==> config.mk <==
export PLATFORM = sky130hd
export DESIGN_NAME = button_click_classifier
export DESIGN_NICKNAME = d
export VERILOG_FILES = /design/src/design/bcc_pkg.sv /design/src/design/bcc_lane.sv /design/src/design/bcc_merge.sv /design/src/design/button_click_classifier.sv
export SDC_FILE = /design/constraint.sdc
export NUM_CORES = 2
export LEC_CHECK = 0
export ABC_AREA = 0
export ABC_CLOCK_PERIOD_IN_PS = 14800
export BUFFER_PORTS_ARGS = -buffer_cell sky130_fd_sc_hd__clkbuf_2
export CELL_PAD_IN_SITES_DETAIL_PLACEMENT = 1
export CELL_PAD_IN_SITES_GLOBAL_PLACEMENT = 2
export CORE_MARGIN = 4
export CORE_UTILIZATION = 25
export DETAILED_ROUTE_END_ITERATION = 10
export GPL_ROUTABILITY_DRIVEN = 0
export PLACE_DENSITY = 0.65
export SLEW_MARGIN = 20
export SYNTH_ARGS = -nofsm -noshare
export SYNTH_HDL_FRONTEND = slang
export SYNTH_SLANG_ARGS = --single-unit
==> constraint.sdc <==
create_clock -name clk_i -period 14.8 [get_ports clk_i]
set_input_delay 4.44 -clock clk_i [delete_from_list [all_inputs] [get_ports clk_i]]
set_output_delay 4.44 -clock clk_i [all_outputs]
set_load 0.01 [all_outputs]
==> src/design/bcc_pkg.sv <==
package bcc_pkg;

  localparam int unsigned ButtonCount = 4;
  localparam int unsigned TimeW       = 48;
  localparam int unsigned MsW         = 16;
  // threshold held in microseconds: ms * 1000 needs 26 bits
  localparam int unsigned ThrW        = MsW + 10;
  localparam int unsigned UsPerMs     = 1000;
  localparam int unsigned KindW       = 3;
  localparam int unsigned BtnW        = 2;
  localparam int unsigned CfgIdxW     = 2;

  localparam logic [CfgIdxW-1:0] CfgLongPressMs   = CfgIdxW'(0);
  localparam logic [CfgIdxW-1:0] CfgDoubleClickMs = CfgIdxW'(1);

  localparam logic [MsW-1:0] LongPressMsReset   = MsW'(1000);
  localparam logic [MsW-1:0] DoubleClickMsReset = MsW'(300);

  typedef enum logic [KindW-1:0] {
    EvNone        = 3'd0,
    EvSingle      = 3'd1,
    EvDouble      = 3'd2,
    EvLongStart   = 3'd3,
    EvLongRelease = 3'd4,
    EvPairLong    = 3'd5
  } event_e;

  typedef struct packed {
    logic [ButtonCount-1:0] levels;
    logic [TimeW-1:0]       time_us;
  } in_item_t;

  typedef struct packed {
    event_e          event_kind;
    logic [BtnW-1:0] event_button;
  } out_item_t;

  typedef struct packed {
    logic             held;
    logic             long_fired;
    logic [TimeW-1:0] press_stamp;
    logic [TimeW-1:0] click_stamp;
  } btn_state_t;

  typedef struct packed {
    logic   hit;
    event_e kind;
    logic   pair_ge;
  } lane_res_t;

  function automatic logic [ThrW-1:0] ms_to_us(input logic [MsW-1:0] ms);
    logic [ThrW-1:0] prod;
    begin
      prod = ThrW'(ms) * ThrW'(UsPerMs);
      return prod;
    end
  endfunction

endpackage

==> src/design/bcc_lane.sv <==
module bcc_lane
  import bcc_pkg::*;
(
  input  logic                    pressed_i,
  input  logic [TimeW-1:0]        now_i,
  input  btn_state_t              state_i,
  input  logic [ThrW-1:0]         long_thr_i,
  input  logic [ThrW-1:0]         dbl_thr_i,
  output btn_state_t              state_o,
  output lane_res_t               res_o
);

  logic [TimeW-1:0] press_diff;
  logic [TimeW-1:0] click_diff;
  logic             long_ge;
  logic             dbl_lt;
  logic             click_pend;

  // floor(d / 1000) >= t  is the same as  d >= t * 1000
  assign press_diff = now_i - state_i.press_stamp;
  assign click_diff = now_i - state_i.click_stamp;
  assign long_ge    = press_diff >= TimeW'(long_thr_i);
  assign dbl_lt     = click_diff < TimeW'(dbl_thr_i);
  assign click_pend = state_i.click_stamp != '0;

  always_comb begin
    state_o       = state_i;
    res_o.hit     = 1'b0;
    res_o.kind    = EvNone;
    res_o.pair_ge = long_ge;
    if (pressed_i) begin
      if (!state_i.held) begin
        state_o.held        = 1'b1;
        state_o.press_stamp = now_i;
        state_o.long_fired  = 1'b0;
        // fresh press: elapsed is zero
        res_o.pair_ge       = long_thr_i == '0;
      end else if (!state_i.long_fired && long_ge) begin
        state_o.long_fired = 1'b1;
        res_o.hit          = 1'b1;
        res_o.kind         = EvLongStart;
      end
    end else if (state_i.held) begin
      state_o.held = 1'b0;
      if (state_i.long_fired) begin
        res_o.hit  = 1'b1;
        res_o.kind = EvLongRelease;
      end else if (click_pend && dbl_lt) begin
        state_o.click_stamp = '0;
        res_o.hit           = 1'b1;
        res_o.kind          = EvDouble;
      end else begin
        state_o.click_stamp = now_i;
      end
    end else if (click_pend && !dbl_lt) begin
      state_o.click_stamp = '0;
      res_o.hit           = 1'b1;
      res_o.kind          = EvSingle;
    end
  end

endmodule

==> src/design/bcc_merge.sv <==
module bcc_merge
  import bcc_pkg::*;
(
  input  btn_state_t [ButtonCount-1:0] cur_i,
  input  btn_state_t [ButtonCount-1:0] lane_state_i,
  input  lane_res_t  [ButtonCount-1:0] lane_res_i,
  output btn_state_t [ButtonCount-1:0] state_o,
  output out_item_t                    item_o
);

  logic found;

  always_comb begin
    found               = 1'b0;
    state_o             = cur_i;
    item_o.event_kind   = EvNone;
    item_o.event_button = '0;
    // lanes up to and including the first hit commit, later ones stay put
    for (int i = 0; i < ButtonCount; i++) begin
      if (!found) begin
        state_o[i] = lane_state_i[i];
        if (lane_res_i[i].hit) begin
          found               = 1'b1;
          item_o.event_kind   = lane_res_i[i].kind;
          item_o.event_button = BtnW'(i);
        end
      end
    end
    if (!found) begin
      if (state_o[0].held && state_o[1].held) begin
        if (lane_res_i[0].pair_ge && lane_res_i[1].pair_ge &&
            !state_o[0].long_fired && !state_o[1].long_fired) begin
          state_o[0].long_fired = 1'b1;
          state_o[1].long_fired = 1'b1;
          item_o.event_kind     = EvPairLong;
        end
      end else if (state_o[0].long_fired && state_o[1].long_fired) begin
        state_o[0].long_fired = 1'b0;
        state_o[1].long_fired = 1'b0;
      end
    end
  end

endmodule

==> src/design/button_click_classifier.sv <==
// Button click classifier: turns polled button levels into click events.
// Input channel: in_item_i (levels, active low, and a microsecond timestamp)
// with in_valid_i / in_stall_o. Output channel: out_item_o (event kind and
// button) with out_valid_o / out_stall_i. Every accepted item gives exactly
// one result, event kind none when nothing happened.
// The result of an accepted item is registered. One item per cycle is
// sustained while out_stall_i is low; all buttons are judged by per-button
// lanes in the same cycle and a priority stage picks the first event, so
// the rate is set by one 48-bit subtract and compare per lane.
// Thresholds are written through cfg_we_i / cfg_index_i / cfg_data_i in
// milliseconds (index 0 long press, index 1 double-click window) and are
// kept internally in microseconds; other indexes are ignored.
// Reset clears all button history, empties the output stages and loads
// 1000 ms and 300 ms. When the receiver stalls, the held result stays on the
// port and one more item is taken into a skid register; in_stall_o rises
// only once that register is full.
module button_click_classifier
  import bcc_pkg::*;
(
  input  logic               clk_i,
  input  logic               rst_ni,
  input  logic               cfg_we_i,
  input  logic [CfgIdxW-1:0] cfg_index_i,
  input  logic [MsW-1:0]     cfg_data_i,
  input  logic               in_valid_i,
  output logic               in_stall_o,
  input  in_item_t           in_item_i,
  output logic               out_valid_o,
  input  logic               out_stall_i,
  output out_item_t          out_item_o
);

  logic [ThrW-1:0] long_thr_q, long_thr_d;
  logic [ThrW-1:0] dbl_thr_q, dbl_thr_d;

  btn_state_t [ButtonCount-1:0] state_q, state_d;
  btn_state_t [ButtonCount-1:0] lane_state;
  lane_res_t  [ButtonCount-1:0] lane_res;
  btn_state_t [ButtonCount-1:0] merged_state;
  out_item_t                    new_item;

  out_item_t out_q, out_d;
  out_item_t skid_q, skid_d;
  logic      out_valid_q, out_valid_d;
  logic      skid_valid_q, skid_valid_d;

  logic in_accept;
  logic out_free;

  assign in_stall_o = skid_valid_q;
  assign in_accept  = in_valid_i && !skid_valid_q;
  assign out_free   = !out_valid_q || !out_stall_i;

  always_comb begin
    long_thr_d = long_thr_q;
    dbl_thr_d  = dbl_thr_q;
    if (cfg_we_i) begin
      if (cfg_index_i == CfgLongPressMs) begin
        long_thr_d = ms_to_us(cfg_data_i);
      end else if (cfg_index_i == CfgDoubleClickMs) begin
        dbl_thr_d = ms_to_us(cfg_data_i);
      end
    end
  end

  for (genvar g = 0; g < ButtonCount; g++) begin : g_lane
    bcc_lane u_lane (
      .pressed_i  (!in_item_i.levels[g]),
      .now_i      (in_item_i.time_us),
      .state_i    (state_q[g]),
      .long_thr_i (long_thr_q),
      .dbl_thr_i  (dbl_thr_q),
      .state_o    (lane_state[g]),
      .res_o      (lane_res[g])
    );
  end

  bcc_merge u_merge (
    .cur_i        (state_q),
    .lane_state_i (lane_state),
    .lane_res_i   (lane_res),
    .state_o      (merged_state),
    .item_o       (new_item)
  );

  assign state_d = in_accept ? merged_state : state_q;

  always_comb begin
    out_d        = out_q;
    skid_d       = skid_q;
    out_valid_d  = out_valid_q;
    skid_valid_d = skid_valid_q;
    if (out_free) begin
      if (skid_valid_q) begin
        out_d        = skid_q;
        out_valid_d  = 1'b1;
        skid_valid_d = 1'b0;
      end else if (in_accept) begin
        out_d       = new_item;
        out_valid_d = 1'b1;
      end else begin
        out_valid_d = 1'b0;
      end
    end else if (in_accept) begin
      skid_d       = new_item;
      skid_valid_d = 1'b1;
    end
  end

  always_ff @(posedge clk_i or negedge rst_ni) begin
    if (!rst_ni) begin
      long_thr_q   <= ms_to_us(LongPressMsReset);
      dbl_thr_q    <= ms_to_us(DoubleClickMsReset);
      state_q      <= '0;
      out_valid_q  <= 1'b0;
      skid_valid_q <= 1'b0;
    end else begin
      long_thr_q   <= long_thr_d;
      dbl_thr_q    <= dbl_thr_d;
      state_q      <= state_d;
      out_valid_q  <= out_valid_d;
      skid_valid_q <= skid_valid_d;
    end
  end

  always_ff @(posedge clk_i) begin
    out_q  <= out_d;
    skid_q <= skid_d;
  end

  assign out_valid_o = out_valid_q;
  assign out_item_o  = out_q;

endmodule
# --- Word level (Yosys, flattened, before mapping) ---
# Cells that the tools add are included.
# Widths: inputs -> output; s select.
totals:
  inputBits: 75
  wordCells: 218
  ff_bits: 450
  output_inout_bits: 7
op_classes:
  mux: 97
  n_eq_ne: 7
  mul: 1
  bitwise_logic: 13
  n_addsub: 8
  magnitude_cmp: 8
  n_reduce_logical: 60
ops:
  columns: ["operator", "n"]
  rows:
  - ["$mux 48", 19]
  - ["$sub 48x48->48", 8]
  - ["$ge 48x26->1", 4]
  - ["$lt 48x26->1", 4]
  - ["$reduce_bool 48->1", 4]
  - ["$mux 4", 28]
  - ["$mux 49", 2]
  - ["$mux 98", 1]
  - ["$mux 5", 9]
  - ["$mux 1", 35]
  - ["$logic_not 26->1", 1]
  - ["$reduce_and 4->1", 6]
  - ["$mul 16x7->23 const B", 1]
  - ["$logic_and 1x1->1", 18]
  - ["$reduce_and 5->1", 3]
  - ["$logic_not 1->1", 13]
  - ["$not 1->1", 13]
  - ["$reduce_bool 2->1", 6]
  - ["$reduce_and 2->1", 5]
  - ["$mux 3", 3]
  - ["$ne 2x2->1 const B", 4]
  - ["$reduce_and 3->1", 2]
  - ["$ne 2x1->1 const B", 2]
  - ["$eq 2x1->1 const B", 1]
  - ["2 further kinds", 2]

# --- Depth between registers and ports, before layout ---
logic_depth:
  ltp_word: 19
  ltp_mapped: 32
  mapped_depth_nobuf: 29

# --- Cells and area by module ---
# A second synthesis with hierarchy kept.
unflattened:
  hier_cells: 7660
  hier_area_um2: 61566.5
modules_own_cells:
  columns: ["module", "cells_each", "instances", "seq_area_each_um2", "area_per_inst_um2"]
  rows:
  - ["button_click_classifier", 1327, 1, 11329.6, 19413.6]
  - ["bcc_lane at g_lane[1].u_lane ...", 1394, 2, 0.0, 9459.1]
  - ["bcc_lane at g_lane[0].u_lane", 1404, 1, 0.0, 9370.2]
  - ["bcc_lane at g_lane[3].u_lane", 1476, 1, 0.0, 9359.0]
  - ["bcc_merge", 665, 1, 0.0, 4505.6]

# --- Least setup slack after synthesis ---
# Ideal clock, no wire load.
synth_timing:
  path_type: "input -> register"
  from: "in in_item_i[10] (netlist name)"
  to: "reg state_q[371] (netlist name)"
  required_ns: 14.673
  t_arrival_ns: 10.917
  setup_time_ns: 0.127
  n_path_buf: 3
  setup_slack_ns: 3.755
  stages: 23
  path_cell_list: "ha_1 clkbuf_1 nand2_1 or4_1 or4b_2 o22ai_1 nor2_1 xnor2_1 ha_1 and3_1 or3b_2 or4_1 nor4_1 nand4_1 or3b_2 nor4b_1 a211oi_1 and3b_1 nand2_1 nor4_4 buf_6 buf_6 mux2_1"
synth_via:
  elab_chain_len: 12
  word_cells_on_any_way: 52
  classes_between: "6 x add/sub; 6 x order compare; 26 x mux; 1 x bitwise; 13 x reduce/logical"
synth_rtl:
  columns: ["element", "line", "text"]
  rows:
  - ["start, declared", "button_click_classifier.sv:27", "input in_item_t in_item_i,"]
  - ["$sub 48x48->48", "bcc_lane.sv:21", "assign click_diff = now_i - state_i.click_stamp;"]
  - ["$lt 48x26->1", "bcc_lane.sv:23", "assign dbl_lt = click_diff < TimeW'(dbl_thr_i);"]
  - ["$logic_and 1x1->1 / $logic_not 1->1 (equally long branches)", "bcc_lane.sv:48, bcc_lane.sv:55", null]
  - ["$mux 4 / $logic_and 1x1->1 (equally long branches)", "bcc_lane.sv:48, bcc_lane.sv:55", null]
  - ["$mux 4, on equally long branches", "bcc_lane.sv:45, bcc_lane.sv:55", null]
  - ["$mux 4", "bcc_lane.sv:43", "end else if (state_i.held) begin"]
  - ["$mux 4", "bcc_lane.sv:31", "if (pressed_i) begin"]
  - ["$mux 1", "bcc_merge.sv:22", "if (lane_res_i[i].hit) begin"]
  - ["$mux 1", "bcc_merge.sv:20", "if (!found) begin"]
  - ["$mux 1 (*)", "bcc_merge.sv:20", null]
  - ["$not 1->1 (no source line) (*)", null, null]
  - ["$reduce_and 4->1 (no source line) (*)", null, null]
  - ["end signal, assigned", "button_click_classifier.sv:120", "state_q <= state_d;"]
  - ["end, declared", "button_click_classifier.sv:36", "btn_state_t [ButtonCount-1:0] state_q, state_d;"]
# Every way passes the cells marked *; elsewhere a longest branch is shown, timed or not.
# A chain may end at the register's enable or synchronous reset.

# --- Worst setup path in the final report ---
layout_timing:
  from: "in in_item_i[9] (netlist name)"
  to: "reg state_q[231] (netlist name)"
layout_via:
  elab_chain_len: 11
  word_cells_on_any_way: 44
  classes_between: "5 x add/sub; 5 x order compare; 20 x mux; 1 x bitwise; 13 x reduce/logical"
layout_rtl:
  columns: ["element", "line"]
  rows:
  - ["$sub 48x48->48", "bcc_lane.sv:21"]
  - ["$lt 48x26->1", "bcc_lane.sv:23"]
  - ["$logic_and 1x1->1 / $logic_not 1->1 (equally long branches)", "bcc_lane.sv:48, bcc_lane.sv:55"]
  - ["$mux 4 / $logic_and 1x1->1 (equally long branches)", "bcc_lane.sv:48, bcc_lane.sv:55"]
  - ["$mux 4, on equally long branches", "bcc_lane.sv:45, bcc_lane.sv:55"]
  - ["$mux 4", "bcc_lane.sv:43"]
  - ["$mux 4", "bcc_lane.sv:31"]
  - ["$mux 1", "bcc_merge.sv:22"]
  - ["$mux 1", "bcc_merge.sv:20"]
  - ["$not 1->1 (no source line)", null]
  - ["$reduce_and 5->1 (no source line)", null]
# Several ways; a longest one is shown, not always the timed one. The select of a mux whose other input is x is not followed.

==> results_dict.tcl <==
set metrics [dict create \
    status "finished clean" \
    ys_seq_elements 450 \
    ant_nets 0 \
    die-area_um2 207400 \
    p_per_area_nw_per_um2 228.8 \
    fillers 23654 \
    cp_data_arrival_time_ns 13.34 \
    rows 163 \
    layout_common_cells "737 x nand2_1, 605 x ha_1, 551 x inv_1" \
    max_clock_freq_mhz 78.44 \
    vias 48512 \
    synthArstFlopShare 0.9778 \
    drv_cap 0 \
    start_util 0.2525 \
    rsz0062_at_grt "no" \
    setup_viol 0 \
    r2r_slack_ns 5.84 \
    internal_power_w 0.006164 \
    cts-htree-levels 2 \
    peakVddDrop_mv 0.1130 \
    dp_hpwl_um 178100 \
    worst_ep_required_time_ns 15.39 \
    start_kind "input port" \
    fin_setup_tns_ns 0 \
    cts_buffers 60 \
    synth_edf_count 10 \
    netlist_instances 6278 \
    timing.rr.start "state_q[198]" \
    cp_max_fo 17 \
    slew_viol_final 0 \
    drive_gt1_frac 0.08465 \
    hold_violations 0 \
    clockRootBuffer "clkbuf_16" \
    p_comb_frac 0.709 \
    syn_nets 7016 \
    slew_headroom 0.2541 \
    die_w_um 455.4 \
    synth-main-ff-cell "dfrtp_1" \
    hold_depth 2 \
    cts_sinks 450 \
    io_pins 82 \
    rr_endpoint "state_q[337]" \
    seq_area_frac_synth 0.2264 \
    cts_tree "done" \
    min_period_ns 12.75 \
    final_nets 7030 \
    clk_pin_slew_ns 0.06 \
    firstDrtPassIters 5 \
    drtIter0Drc 3420 \
    reg2regPathDepth 26 \
    synth_area_per_cell_um2 7.972 \
    grt_usage 0.2056 \
    critPathCaptureType "flop" \
    leakage_nw 23.74 \
    grt_first_pass_wirelength_um 328100 \
    portBuffers 81 \
    min_from "dbl_thr_q[11]" \
    grt_pass1_vias 49402 \
    post-cts-setup-buffers 0 \
    pwr-share-seq 0.164 \
    ctsHoldBuffers 0 \
    grt_max_degree 154 \
    grt-ovfl-total 0 \
    drcViolationCount 0 \
    vias_per_cell 5.393 \
    clkPwrFrac 0.127 \
    worst_pin_slew_ns 1.109 \
    fin_crit_sh 0.8613 \
    crit_type "in -> reg" \
    final_common_cell "nand2_1" \
    yosysWarnings 0 \
    die_height_um 455.4 \
    clk_path_buf_depth 3 \
    switchingPower_w 0.006643 \
    clk_latency_ns 0.71 \
    wire_per_inst_um 24.65 \
    wl_um 221800 \
    netlist_area_um2 50050 \
    grt_antenna_before_repair 34 \
    core_um2 198200 \
    worstHoldEndpoint "dbl_thr_q[11]" \
    min_path_type "reg -> reg" \
    finish.utilization 0.2823 \
    yosysUniqueCellTypes 96 \
    syn2layout_area_growth_pct 11.82 \
    postCtsResizedCells 0 \
    finalClockSkew_ns 0.04368 \
    swShare 0.5187 \
]
==> state kept, by name, summed over array words and instances, names as in the netlist <==
signal       count
out_item_o       5
dbl_thr_q       23
in_stall_o       1
state_q        392
long_thr_q      23
out_valid_o      1
skid_q           5
==> synthesized netlist by cell type (44+ instances only) <==
| library cell | number | area share |
|---|---|---|
| a211oi_1 | 81 | 0.012 |
| a21o_1 | 146 | 0.022 |
| a21oi_1 | 505 | 0.050 |
| a31oi_1 | 46 | 0.0057 |
| and3_1 | 44 | 0.0055 |
| clkbuf_1 | 210 | 0.016 |
| dfrtp_1 | 425 | 0.21 |
| fa_1 | 58 | 0.023 |
| ha_1 | 605 | 0.15 |
| inv_1 | 551 | 0.041 |
| mux2_2 | 150 | 0.034 |
| mux2i_1 | 170 | 0.034 |
| nand2_1 | 738 | 0.055 |
| nand2b_1 | 62 | 0.0077 |
| nand3_1 | 148 | 0.015 |
| nand4_1 | 135 | 0.017 |
| nor2_1 | 343 | 0.026 |
| nor2b_1 | 52 | 0.0065 |
| nor3_1 | 127 | 0.013 |
| nor4_1 | 109 | 0.014 |
| o211ai_1 | 71 | 0.011 |
| o21a_1 | 91 | 0.014 |
| o21ai_0 | 449 | 0.045 |
| o21bai_1 | 48 | 0.0072 |
| or3_1 | 46 | 0.0057 |
| xnor2_1 | 167 | 0.029 |
| xor2_1 | 96 | 0.017 |
==> critical path: stages <==
cell       delay (ns)
clkbuf_2         0.36
buf_4            0.34
ha_1             0.42
a21o_1           0.22
a21oi_1          0.38
o21bai_1         0.11
a32oi_1          0.35
nand2_1          0.28
nor2_1           0.31
o21ai_0          0.27
xor2_1           0.22
ha_1             0.31
nand3_1          0.11
o22ai_1          0.08
o21ai_0          0.29
o2111ai_1        0.23
nor4_1           0.40
o2111a_1         0.25
nand4_1          0.09
or4_1            0.54
nor4_4           0.65
xnor2_1          0.14
a221o_1          0.44
or4_1            0.77
nor2_4           0.64
buf_4            0.40
mux2i_1          0.25
==> layer usage <==
metal	up-vias	track usage	routed length (um)	part of all wire
met5	-	0	0	0
met4	0	0.06344	7712	0.035
met3	232	0.02042	9290	0.042
met2	1086	0.3360	101000	0.46
met1	24347	0.2851	103800	0.47
li1	22847	-	-	-
==> area by class of cell <==
class                      instances  area [um^2]  share of cell area
tap                             2640         3303             0.05902
clock buffer                      89         1844             0.03295
antenna                           12        30.03           0.0005366
multi-input combinational       5034        35730              0.6384
inverter                         551         2068             0.03696
clock inverter                    25        330.3            0.005902
timing repair buffer             195         1329             0.02374
sequential                       450        11330              0.2024
==> worst max path at each step <==
stage,end,startpoint,cells past startpoint
final,state_q[231],in_item_i[9],27
after detailed placement,state_q[325],in_item_i[2],26
after floorplan,state_q[371],in_item_i[10],23
after global placement,state_q[236],in_item_i[9],28
after global routing,state_q[231],in_item_i[9],28
after CTS,state_q[337],in_item_i[2],26
==> logic make-up after synthesis <==
group	synth area share
AND/OR/NAND/NOR	0.1927
AO/OA/AOI/OAI	0.2277
buffers and inverters	0.06132
adder cells (fa/ha/maj)	0.1744
flip-flops	0.2264
multiplexers	0.07135
XOR/XNOR	0.04602
==> power groups by stage <==
| stage | clock network (W) | logic [W] | registers, W |
|---|---|---|---|
| after global placement | 0 | 0.00881 | 0.00209 |
| final | 0.00163 | 0.00909 | 0.00210 |
| after CTS | 0.00167 | 0.00903 | 0.00210 |
| after floorplan | 0 | 0.00634 | 0.00198 |
| after global routing | 0.00172 | 0.0101 | 0.00216 |
| after detailed placement | 0 | 0.00898 | 0.00211 |
==> stage by stage <==
stage / total power, W / std cells / hold slack [ns] / setup slack (ns) / instance area, um^2
after floorplan: 0.008319 / 6278 / 0.4498 / 3.755 / 50050
after global placement: 0.01091 / 8868 / 0.4631 / 1.512 / 53710
after detailed placement: 0.01109 / 8868 / 0.4704 / 1.386 / 53710
after CTS: 0.01280 / 8982 / 0.4835 / 2.123 / 55880
after global routing: 0.01398 / 8986 / 0.4935 / 1.596 / 55940
final: 0.01281 / 8996 / 0.4785 / 2.052 / 55960
Power figures use the tool's default switching activity.
